File: config.mk
export PLATFORM = sky130hd
export DESIGN_NAME = two_stack_cursor_line_editor_unit
export DESIGN_NICKNAME = d
export VERILOG_FILES = /design/src/rtl/core/tscle_pkg.sv /design/src/rtl/core/two_stack_cursor_line_editor_unit.sv /design/src/rtl/core/tscle_datapath.sv /design/src/rtl/core/tscle_ctrl.sv
export SDC_FILE = /design/constraint.sdc
export NUM_CORES = 2
export LEC_CHECK = 0
export BUFFER_PORTS_ARGS = -buffer_cell sky130_fd_sc_hd__buf_2
export CORE_AREA = 4 4 739 741
export CTS_BUF_LIST = sky130_fd_sc_hd__clkbuf_2 sky130_fd_sc_hd__clkbuf_4 sky130_fd_sc_hd__clkbuf_8
export DETAILED_ROUTE_END_ITERATION = 7
export DIE_AREA = 0 0 743 745
export PLACE_DENSITY = 0.45
export SLEW_MARGIN = 20
export SYNTH_ARGS = -nofsm -noshare
export SYNTH_HDL_FRONTEND = slang
export SYNTH_SLANG_ARGS = --single-unit
File: constraint.sdc
create_clock -name clk -period 44.2 [get_ports clk]
set_clock_uncertainty 0.15 [all_clocks]
set_input_delay 4.42 -clock clk [delete_from_list [all_inputs] [get_ports clk]]
set_output_delay 4.42 -clock clk [all_outputs]
set_load 0.005 [all_outputs]
File: src/rtl/core/tscle_pkg.sv
package tscle_pkg;

	localparam int CMD_W  = 3;
	localparam int CH_W   = 8;
	localparam int OCNT_W = 9;

	localparam int IN_DATA_W  = 16;
	localparam int OUT_DATA_W = 40;

	typedef enum logic [CMD_W-1:0] {
		CMD_INSERT    = 3'd0,
		CMD_DELETE    = 3'd1,
		CMD_BACKSPACE = 3'd2,
		CMD_LEFT      = 3'd3,
		CMD_RIGHT     = 3'd4,
		CMD_FRONT     = 3'd5,
		CMD_END       = 3'd6
	} cmd_t;

	typedef enum logic [2:0] {
		DP_NONE,
		DP_PUSH_B,
		DP_POP_A,
		DP_POP_B,
		DP_MOVE_BA,
		DP_MOVE_AB
	} dp_op_t;

	typedef enum logic [1:0] {
		ST_IDLE,
		ST_WALK_L,
		ST_WALK_R,
		ST_REPORT
	} state_t;

	typedef struct packed {
		dp_op_t          op;
		logic [CH_W-1:0] ch;
	} dp_cmd_t;

	typedef struct packed {
		logic b_empty;
		logic b_full;
		logic a_empty;
		logic a_full;
	} dp_status_t;

endpackage

File: src/rtl/core/two_stack_cursor_line_editor_unit.sv
// Line editor held as two character stacks of CAPACITY bytes around a cursor. One request
// (cmd in tdata[2:0], ch in tdata[10:3]) returns one status result. Insert, delete,
// backspace, left, right and unused codes go from the idle state to the report state, which
// loads the result into the output register once it is free; front and end first walk the
// cursor, moving characters one per cycle through the single write port of each stack store
// until the walk stops, and then report. Requests are taken one at a time;
// the next is taken as soon as the previous result sits in the output register, even
// while it still waits for the downstream side. Counts above 511 are reported in their
// low 9 bits. A push onto a full stack is dropped and the overflow flag is set.
module two_stack_cursor_line_editor_unit #(
	parameter int CAPACITY = 256
) (
	input  logic        clk,
	input  logic        arst_n,
	input  logic        s_tvalid,
	output logic        s_tready,
	// cmd[2:0], ch[10:3], zero fill
	input  logic [15:0] s_tdata,
	output logic        m_tvalid,
	input  logic        m_tready,
	// at_front[0], at_end[1], count_before[10:2], count_after[19:11],
	// char_before[27:20], char_after[35:28], overflow[36], zero fill
	output logic [39:0] m_tdata
);
	import tscle_pkg::*;

	localparam int CW = $clog2(CAPACITY + 1);
	localparam int EW = (CW > OCNT_W) ? CW : OCNT_W;

	dp_cmd_t           dp_cmd;
	dp_status_t        dp_status;
	logic [CW-1:0]     count_b, count_a;
	logic [CH_W-1:0]   top_b, top_a;
	logic              out_free, out_load, ovf;
	logic [EW-1:0]     cnt_b_ext, cnt_a_ext;
	logic              m_tvalid_q;
	logic [OUT_DATA_W-1:0] m_tdata_q;

	tscle_ctrl u_ctrl (
		.clk       (clk),
		.arst_n    (arst_n),
		.req_valid (s_tvalid),
		.req_ready (s_tready),
		.req_cmd   (s_tdata[CMD_W-1:0]),
		.req_ch    (s_tdata[CMD_W+CH_W-1:CMD_W]),
		.out_free  (out_free),
		.out_load  (out_load),
		.ovf       (ovf),
		.dp_status (dp_status),
		.dp_cmd    (dp_cmd)
	);

	tscle_datapath #(
		.CAPACITY (CAPACITY)
	) u_datapath (
		.clk       (clk),
		.arst_n    (arst_n),
		.dp_cmd    (dp_cmd),
		.dp_status (dp_status),
		.count_b   (count_b),
		.count_a   (count_a),
		.top_b     (top_b),
		.top_a     (top_a)
	);

	assign out_free  = !m_tvalid_q || m_tready;
	assign cnt_b_ext = EW'(count_b);
	assign cnt_a_ext = EW'(count_a);

	always_ff @(posedge clk or negedge arst_n) begin
		if (!arst_n) begin
			m_tvalid_q <= 1'b0;
		end else if (out_load) begin
			m_tvalid_q <= 1'b1;
		end else if (m_tready) begin
			m_tvalid_q <= 1'b0;
		end
	end

	always_ff @(posedge clk) begin
		if (out_load) begin
			m_tdata_q <= {
				3'b000,
				ovf,
				dp_status.a_empty ? 8'h00 : top_a,
				dp_status.b_empty ? 8'h00 : top_b,
				cnt_a_ext[OCNT_W-1:0],
				cnt_b_ext[OCNT_W-1:0],
				dp_status.a_empty,
				dp_status.b_empty
			};
		end
	end

	assign m_tvalid = m_tvalid_q;
	assign m_tdata  = m_tdata_q;

endmodule

File: src/rtl/core/tscle_datapath.sv
module tscle_datapath #(
	parameter int CAPACITY = 256
) (
	input  logic                    clk,
	input  logic                    arst_n,
	input  tscle_pkg::dp_cmd_t      dp_cmd,
	output tscle_pkg::dp_status_t   dp_status,
	output logic [$clog2(CAPACITY+1)-1:0] count_b,
	output logic [$clog2(CAPACITY+1)-1:0] count_a,
	output logic [tscle_pkg::CH_W-1:0]    top_b,
	output logic [tscle_pkg::CH_W-1:0]    top_a
);
	import tscle_pkg::*;

	localparam int CW = $clog2(CAPACITY + 1);
	localparam int AW = $clog2(CAPACITY);

	logic [CH_W-1:0] mem_b [CAPACITY];
	logic [CH_W-1:0] mem_a [CAPACITY];

	logic [CW-1:0]   count_b_q, count_a_q;
	logic [CW-1:0]   count_b_d, count_a_d;
	logic [CH_W-1:0] top_b_q, top_a_q;
	logic            we_b, we_a;
	logic [CH_W-1:0] wd_b, wd_a;
	logic [AW-1:0]   waddr_b, waddr_a;
	logic [AW-1:0]   raddr_b, raddr_a;

	always_comb begin
		count_b_d = count_b_q;
		count_a_d = count_a_q;
		we_b      = 1'b0;
		we_a      = 1'b0;
		wd_b      = dp_cmd.ch;
		wd_a      = top_b_q;
		unique case (dp_cmd.op)
			DP_PUSH_B: begin
				we_b      = 1'b1;
				count_b_d = count_b_q + CW'(1);
			end
			DP_POP_A: begin
				count_a_d = count_a_q - CW'(1);
			end
			DP_POP_B: begin
				count_b_d = count_b_q - CW'(1);
			end
			DP_MOVE_BA: begin
				we_a      = 1'b1;
				count_a_d = count_a_q + CW'(1);
				count_b_d = count_b_q - CW'(1);
			end
			DP_MOVE_AB: begin
				we_b      = 1'b1;
				wd_b      = top_a_q;
				count_b_d = count_b_q + CW'(1);
				count_a_d = count_a_q - CW'(1);
			end
			default: begin
			end
		endcase
	end

	assign waddr_b = count_b_q[AW-1:0];
	assign waddr_a = count_a_q[AW-1:0];
	assign raddr_b = AW'(count_b_d - CW'(1));
	assign raddr_a = AW'(count_a_d - CW'(1));

	always_ff @(posedge clk or negedge arst_n) begin
		if (!arst_n) begin
			count_b_q <= '0;
			count_a_q <= '0;
		end else begin
			count_b_q <= count_b_d;
			count_a_q <= count_a_d;
		end
	end

	// keep each top register equal to the entry just below its count
	always_ff @(posedge clk) begin
		if (we_b) begin
			mem_b[waddr_b] <= wd_b;
		end
		if (we_b && (waddr_b == raddr_b)) begin
			top_b_q <= wd_b;
		end else begin
			top_b_q <= mem_b[raddr_b];
		end
	end

	always_ff @(posedge clk) begin
		if (we_a) begin
			mem_a[waddr_a] <= wd_a;
		end
		if (we_a && (waddr_a == raddr_a)) begin
			top_a_q <= wd_a;
		end else begin
			top_a_q <= mem_a[raddr_a];
		end
	end

	assign dp_status.b_empty = (count_b_q == '0);
	assign dp_status.a_empty = (count_a_q == '0);
	assign dp_status.b_full  = (count_b_q == CW'(CAPACITY));
	assign dp_status.a_full  = (count_a_q == CW'(CAPACITY));

	assign count_b = count_b_q;
	assign count_a = count_a_q;
	assign top_b   = top_b_q;
	assign top_a   = top_a_q;

endmodule

File: src/rtl/core/tscle_ctrl.sv
module tscle_ctrl (
	input  logic                         clk,
	input  logic                         arst_n,
	input  logic                         req_valid,
	output logic                         req_ready,
	input  logic [tscle_pkg::CMD_W-1:0]  req_cmd,
	input  logic [tscle_pkg::CH_W-1:0]   req_ch,
	input  logic                         out_free,
	output logic                         out_load,
	output logic                         ovf,
	input  tscle_pkg::dp_status_t        dp_status,
	output tscle_pkg::dp_cmd_t           dp_cmd
);
	import tscle_pkg::*;

	state_t state_q, state_d;
	logic   ovf_q, ovf_d;
	logic   accept;
	cmd_t   cmd;

	assign cmd    = cmd_t'(req_cmd);
	assign accept = req_valid && req_ready;

	always_comb begin
		state_d = state_q;
		unique case (state_q)
			ST_IDLE: begin
				if (accept) begin
					unique case (cmd)
						CMD_FRONT: state_d = ST_WALK_L;
						CMD_END:   state_d = ST_WALK_R;
						default:   state_d = ST_REPORT;
					endcase
				end
			end
			ST_WALK_L: begin
				if (dp_status.b_empty || dp_status.a_full) begin
					state_d = ST_REPORT;
				end
			end
			ST_WALK_R: begin
				if (dp_status.a_empty || dp_status.b_full) begin
					state_d = ST_REPORT;
				end
			end
			ST_REPORT: begin
				if (out_free) begin
					state_d = ST_IDLE;
				end
			end
			default: state_d = ST_IDLE;
		endcase
	end

	always_comb begin
		req_ready  = 1'b0;
		out_load   = 1'b0;
		ovf_d      = ovf_q;
		dp_cmd.op  = DP_NONE;
		dp_cmd.ch  = req_ch;
		unique case (state_q)
			ST_IDLE: begin
				req_ready = 1'b1;
				if (accept) begin
					ovf_d = 1'b0;
					unique case (cmd)
						CMD_INSERT: begin
							if (dp_status.b_full) begin
								ovf_d = 1'b1;
							end else begin
								dp_cmd.op = DP_PUSH_B;
							end
						end
						CMD_DELETE: begin
							if (!dp_status.a_empty) begin
								dp_cmd.op = DP_POP_A;
							end
						end
						CMD_BACKSPACE: begin
							if (!dp_status.b_empty) begin
								dp_cmd.op = DP_POP_B;
							end
						end
						CMD_LEFT: begin
							if (!dp_status.b_empty) begin
								if (dp_status.a_full) begin
									ovf_d = 1'b1;
								end else begin
									dp_cmd.op = DP_MOVE_BA;
								end
							end
						end
						CMD_RIGHT: begin
							if (!dp_status.a_empty) begin
								if (dp_status.b_full) begin
									ovf_d = 1'b1;
								end else begin
									dp_cmd.op = DP_MOVE_AB;
								end
							end
						end
						default: begin
						end
					endcase
				end
			end
			ST_WALK_L: begin
				if (!dp_status.b_empty) begin
					if (dp_status.a_full) begin
						ovf_d = 1'b1;
					end else begin
						dp_cmd.op = DP_MOVE_BA;
					end
				end
			end
			ST_WALK_R: begin
				if (!dp_status.a_empty) begin
					if (dp_status.b_full) begin
						ovf_d = 1'b1;
					end else begin
						dp_cmd.op = DP_MOVE_AB;
					end
				end
			end
			ST_REPORT: begin
				out_load = out_free;
			end
			default: begin
			end
		endcase
	end

	always_ff @(posedge clk or negedge arst_n) begin
		if (!arst_n) begin
			state_q <= ST_IDLE;
			ovf_q   <= 1'b0;
		end else begin
			state_q <= state_d;
			ovf_q   <= ovf_d;
		end
	end

	assign ovf = ovf_q;

endmodule
# After elaboration in Yosys (flattened, before gate mapping)
# Memories as Yosys holds them, arrays and structs flattened. A register that Yosys moved wholly into a read port is not among the register bits.
# Index checks and enable logic that the tools add are counted.
# totals
ff_bits,59
latchBits,0
mem_bits_rw,4096
romBits,0
input_bits,20
output_inout_bits,42
elab_cells,96
memories,2
# classes
addsub,6
multipliers,0
div,0
n_lt_le_gt_ge,0
n_eq_ne,24
n_shift,0
mux,40
bitwise_logic,0
reduce_logical,16
# mem_list
name,depth,width,read_ports,rd_ports_with_merged_regs,wr,line,rtl
u_datapath.mem_a,256,8,1,1,1,tscle_datapath.sv:19,logic [CH_W-1:0] mem_a [CAPACITY];
u_datapath.mem_b,256,8,1,1,1,tscle_datapath.sv:18,logic [CH_W-1:0] mem_b [CAPACITY];
# ops
op,n
9-bit case mux with 2 select lines,2
1-bit two-way mux,20
"9-bit by 1-bit adder with 9-bit output, second input constant",2
"9-bit == test, second input constant",2
9-bit logical NOT,2
"9-bit by 1-bit subtractor with 9-bit output, second input constant",2
"8-bit by 1-bit subtractor with 8-bit output, second input constant",2
"3-bit == test, second input constant",5
3-bit two-way mux,5
3-bit case mux with 5 select lines,1
"3-bit by 2-bit == test with 1-bit output, second input constant",4
2-bit two-way mux,6
"2-bit by 1-bit != test with 1-bit output, second input constant",6
3-bit case mux with 3 select lines,1
8-bit two-way mux,1
2-bit case mux with 4 select lines,1
"3-bit by 1-bit == test with 1-bit output, second input constant",2
1-bit case mux with 3 select lines,2
6-bit AND reduction,1
2-bit OR reduction,3
"2-bit == test, second input constant",2
"2-bit != test, second input constant",2
2-bit case mux with 2 select lines,1
4-bit AND reduction,1
other kinds (8),10

# Longest topological paths before layout
# depth
ltp_word,11
depth_mapped,18
mapped_depth_nobuf,18

# Cells and area by module
# A second synthesis with hierarchy kept.
# hier_totals
cells_unflattened,7585
hier_area_um2,162764.9
# by_module_without_submodules
module,instances,cells_each,area_per_inst_um2,seq_area_each_um2
tscle_datapath,1,7465,161003.2,123768.7
two_stack_cursor_line_editor_unit,1,60,1282.5,1136.1
tscle_ctrl,1,60,479.2,75.1

# Least setup slack after synthesis
# OpenSTA, ideal clock, no wires.
# synth_path
kind,in2reg
from,in s_tdata[0]
to,mem u_datapath.mem_b[0][5] (data pin)
setup_ps,2188
arrival_ps,15721
required_ps,41862
setup_slack_ps,26141
stages,7
n_path_buf,1
path_cell_list,nor3b_1 > a31o_2 > a31oi_1 > nor3_2 > nand2_1 > clkbuf_1 > o21ai_0
# synth_via
elab_chain_len,6
elab_cells_between_ends,10
cone_classes,eq/ne (5); mux (4); reduce/logical (1)
# synth_rtl
item,line,rtl
start: declaration,two_stack_cursor_line_editor_unit.sv:18,"input logic [15:0] s_tdata,"
3-bit == test (tied with other cells),tscle_ctrl.sv:66,unique case (cmd)
3-bit case mux with 5 select lines *,tscle_ctrl.sv:66,
3-bit two-way mux *,tscle_ctrl.sv:64,if (accept) begin
3-bit case mux with 3 select lines *,tscle_ctrl.sv:61,unique case (state_q)
3-bit == test *,tscle_datapath.sv:36,unique case (dp_cmd.op)
8-bit two-way mux *,tscle_datapath.sv:36,
net u_datapath.wd_b[5],tscle_datapath.sv:25,"logic [CH_W-1:0] wd_b, wd_a;"
end: declaration,tscle_datapath.sv:18,
# The timed path passes the listed nets; every way through them passes the cells marked *.

==> flow_metrics.env <==
export IMPL_status="finished clean"
export IMPL_synth_cell_types=71
export IMPL_synth_area_leader_cell="edfxtp_1"
export IMPL_vdd_drop_max_uv=128
export IMPL_grt_max_degree=210
export IMPL_cts_hold_buffers_added=0
export IMPL_cts_setup_buffers=0
export IMPL_overflow=0
export IMPL_rsz0062_at_grt="false"
export IMPL_period_minus_slack_ns=9.26
export IMPL_die_h_um=745
export IMPL_wl_per_cell_um=28.0
export IMPL_power_density_nw_per_um2=74.6
export IMPL_clock_sinks=4171
export IMPL_cts_resized=0
export IMPL_critPathSlowestCell="dfxtp_4"
export IMPL_start_util=0.299
export IMPL_start_kind="flop"
export IMPL_synth_seq_area_share=0.774
export IMPL_die_area_um2=554000
export IMPL_drive_gt1_frac=0.319
export IMPL_max_freq_mhz=108
export IMPL_chipWidth_um=743
export IMPL_num_io_pins=62
export IMPL_dr_total_vias=75700
export IMPL_worst_setup_path_end_kind="flop"
export IMPL_synth_compound_area_frac=0.0120
export IMPL_slew_viol_final=0
export IMPL_async_flop_share=0.00527
export IMPL_min_path_type="reg -> reg"
export IMPL_yosys_area_share_simple=0.0231
export IMPL_place_congestion=0.764
export IMPL_maxCapViolCount=0
export IMPL_grt_pass1_wl_mm=610
export IMPL_area_delta_synth_final_pct=14.2
export IMPL_finalSetupTns_ns=0
export IMPL_clkTransAtPathRegs_ns=0.06
export IMPL_cp_cell_sequence="buf_4 -> buf_4 -> buf_4 -> buf_4 -> buf_4 -> mux4_2 -> mux4_2 -> nand2_1 -> nand3_1 -> o2111ai_1 -> or4_1 -> o21ai_4 -> buf_4 -> buf_4 -> buf_4"
export IMPL_setup_viol=0
export IMPL_synth_warnings=0
export IMPL_worstPathMaxFanout=65
export IMPL_critical_path_class="reg -> reg"
export IMPL_path_buf_inv=8
export IMPL_synth_xor_area_share=0.00152
export IMPL_synth_edf_count=4133
export IMPL_reg2reg_depth=15
export IMPL_drt_iter0_drc=6891
export IMPL_finalNetCount=7688
export IMPL_netlist_area_um2=162000
export IMPL_synthFlopType="edfxtp_1"
export IMPL_tightest_slew_ns=1.27
export IMPL_hold_depth=1
export IMPL_critical_path_depth=15
export IMPL_min_period_over_period=0.209
export IMPL_antenna_found_initial=23
export IMPL_yosys_area_share_adder=0.00187
export IMPL_total_power_w=0.0138
export IMPL_cp_data_required_time_ns=44.93
export IMPL_core_area_um2=540000
export IMPL_htree_levels=6
export IMPL_routed_wl_mm=431
export IMPL_synth_mux_area_frac=0.176
export IMPL_critPathArrivalTime_ns=9.99
export IMPL_slew_headroom=0.156
export IMPL_std_cell_rows=270
export IMPL_clkLatencyLatePin_ns=1.28
export IMPL_yosysTopAreaCellShare=0.768
export IMPL_post_dp_hpwl_mm=252
export IMPL_synth_area_leaders="edfxtp_1, mux4_2, nor2_1"
export IMPL_grt_pass1_vias=80000
export IMPL_cts_tree="done"
export IMPL_syn_area_per_cell_um2=22.6
export IMPL_synth_cells=7145
export IMPL_hold_violations=0
export IMPL_cts_buffers=703
export IMPL_via_per_inst=4.91
export IMPL_numPortBuffers=53
export IMPL_synth_seq_cells=4171
export IMPL_synth_most_common_cell="edfxtp_1"
export IMPL_drc_errors=0
export IMPL_crit_family="buffers and inverters"
export IMPL_ys_top_cells_by_count="edfxtp_1, mux4_2, nor2_1"
export IMPL_cts_root_buffer="clkbuf_8"
export IMPL_grt_usage=0.152
export IMPL_fill_cells=50400
export IMPL_final_antenna_net_count=0
export IMPL_p_leak_nw=56.1
export IMPL_ctsLongestPathBuffers=4
export IMPL_firstDrtPassIters=6
export IMPL_synth_top_family_by_area="multiplexers"
export IMPL_cp_common_cell="buf_4"
export IMPL_critical_path_max_stage_delay_ns=0.77
path summary, 6_finish.rpt:
| path | from | endpoint | slack, ns |
|---|---|---|---|
| setup / recovery | flop | u_datapath.mem_b[235][1] | 34.94 |
| hold / removal | u_ctrl.state_q[1] | u_ctrl.state_q[1] | 0.43 |
| setup reg to reg | flop | u_datapath.mem_b[235][1] | 34.94 |
| hold reg to reg | u_ctrl.state_q[1] | u_ctrl.state_q[1] | 0.43 |
| max in group asynchronous | arst_n | u_datapath.count_b[4] | 40.22 |
| min in group asynchronous | arst_n | u_ctrl.ovf | 3.07 |
cell families after synthesis:
logic type / after synthesis
flops: 4171
mux: 1311
simple gates: 866
buf+inv: 446
compound gates: 299
xor+xnor: 28
fa+ha+maj: 23
other cells: 1
power by group:
part	switching (W)	leakage (nW)	internal, W
clock network	0.00159	7.16	0.00177
registers	0.000130	37.7	0.00565
logic	0.00313	11.2	0.00149
stage by stage:
| step | cell area (um2) | worst slack (ns) | hold WS [ns] | cells | utilization |
|---|---|---|---|---|---|
| floorplan | 162000 | 26.14 | 0.276 | 7147 | - |
| finish | 185000 | 34.94 | 0.426 | 15400 | 0.342 |
| global route | 184000 | 34.26 | 0.452 | 15400 | 0.342 |
| CTS | 184000 | 34.62 | 0.425 | 15400 | 0.342 |
| detailed placement | 171000 | 34.67 | 0.411 | 14100 | 0.316 |
| global placement | 171000 | 34.82 | 0.404 | 14100 | 0.316 |
placed cells by master (no fill, tap or decap), drive strengths merged, types with 60 or more instances in the layout:
| cell | synthesis | layout |
|---|---|---|
| mux4 | 1222 | 1222 |
| nand2 | 120 | 120 |
| buf | 203 | 210 |
| a21oi | 97 | 97 |
| inv | 29 | 60 |
| edfxtp | 4133 | 4133 |
| a22oi | 87 | 87 |
| mux2i | 78 | 78 |
| nor2 | 572 | 572 |
| clkinv | 0 | 252 |
| clkbuf | 214 | 955 |
area by class of cell:
class	count	area (um2)	share of cell area
tap	7208	9020	0.0489
inverter	29	109	0.000590
sequential	4171	125000	0.678
antenna	9	22.5	0.000122
timing repair buffer	210	1780	0.00965
clock inverter	307	1950	0.0106
multi-input combinational	2530	35000	0.190
clock buffer	955	11600	0.0631
registers in the layout, indices dropped and copies added (netlist names), named ones only:
register and flops:
u_datapath.mem_a 2048, u_datapath.mem_b 2048, m_tdata 37, u_datapath.count_a 9, u_datapath.count_b 9, u_ctrl.state_q 2
m_tvalid 1, u_ctrl.ovf 1
routing by layer:
layer / vias up / wire length, um / track usage / part of all wire
li1: 31300 / - / - / -
met1: 41500 / 190000 / 0.213 / 0.44
met2: 2205 / 207000 / 0.248 / 0.48
met3: 633 / 23900 / 0.0265 / 0.055
met4: 8 / 9790 / 0.0364 / 0.023
met5: - / 40 / 0 / 0.000093
Power figures use the tool's default switching activity.
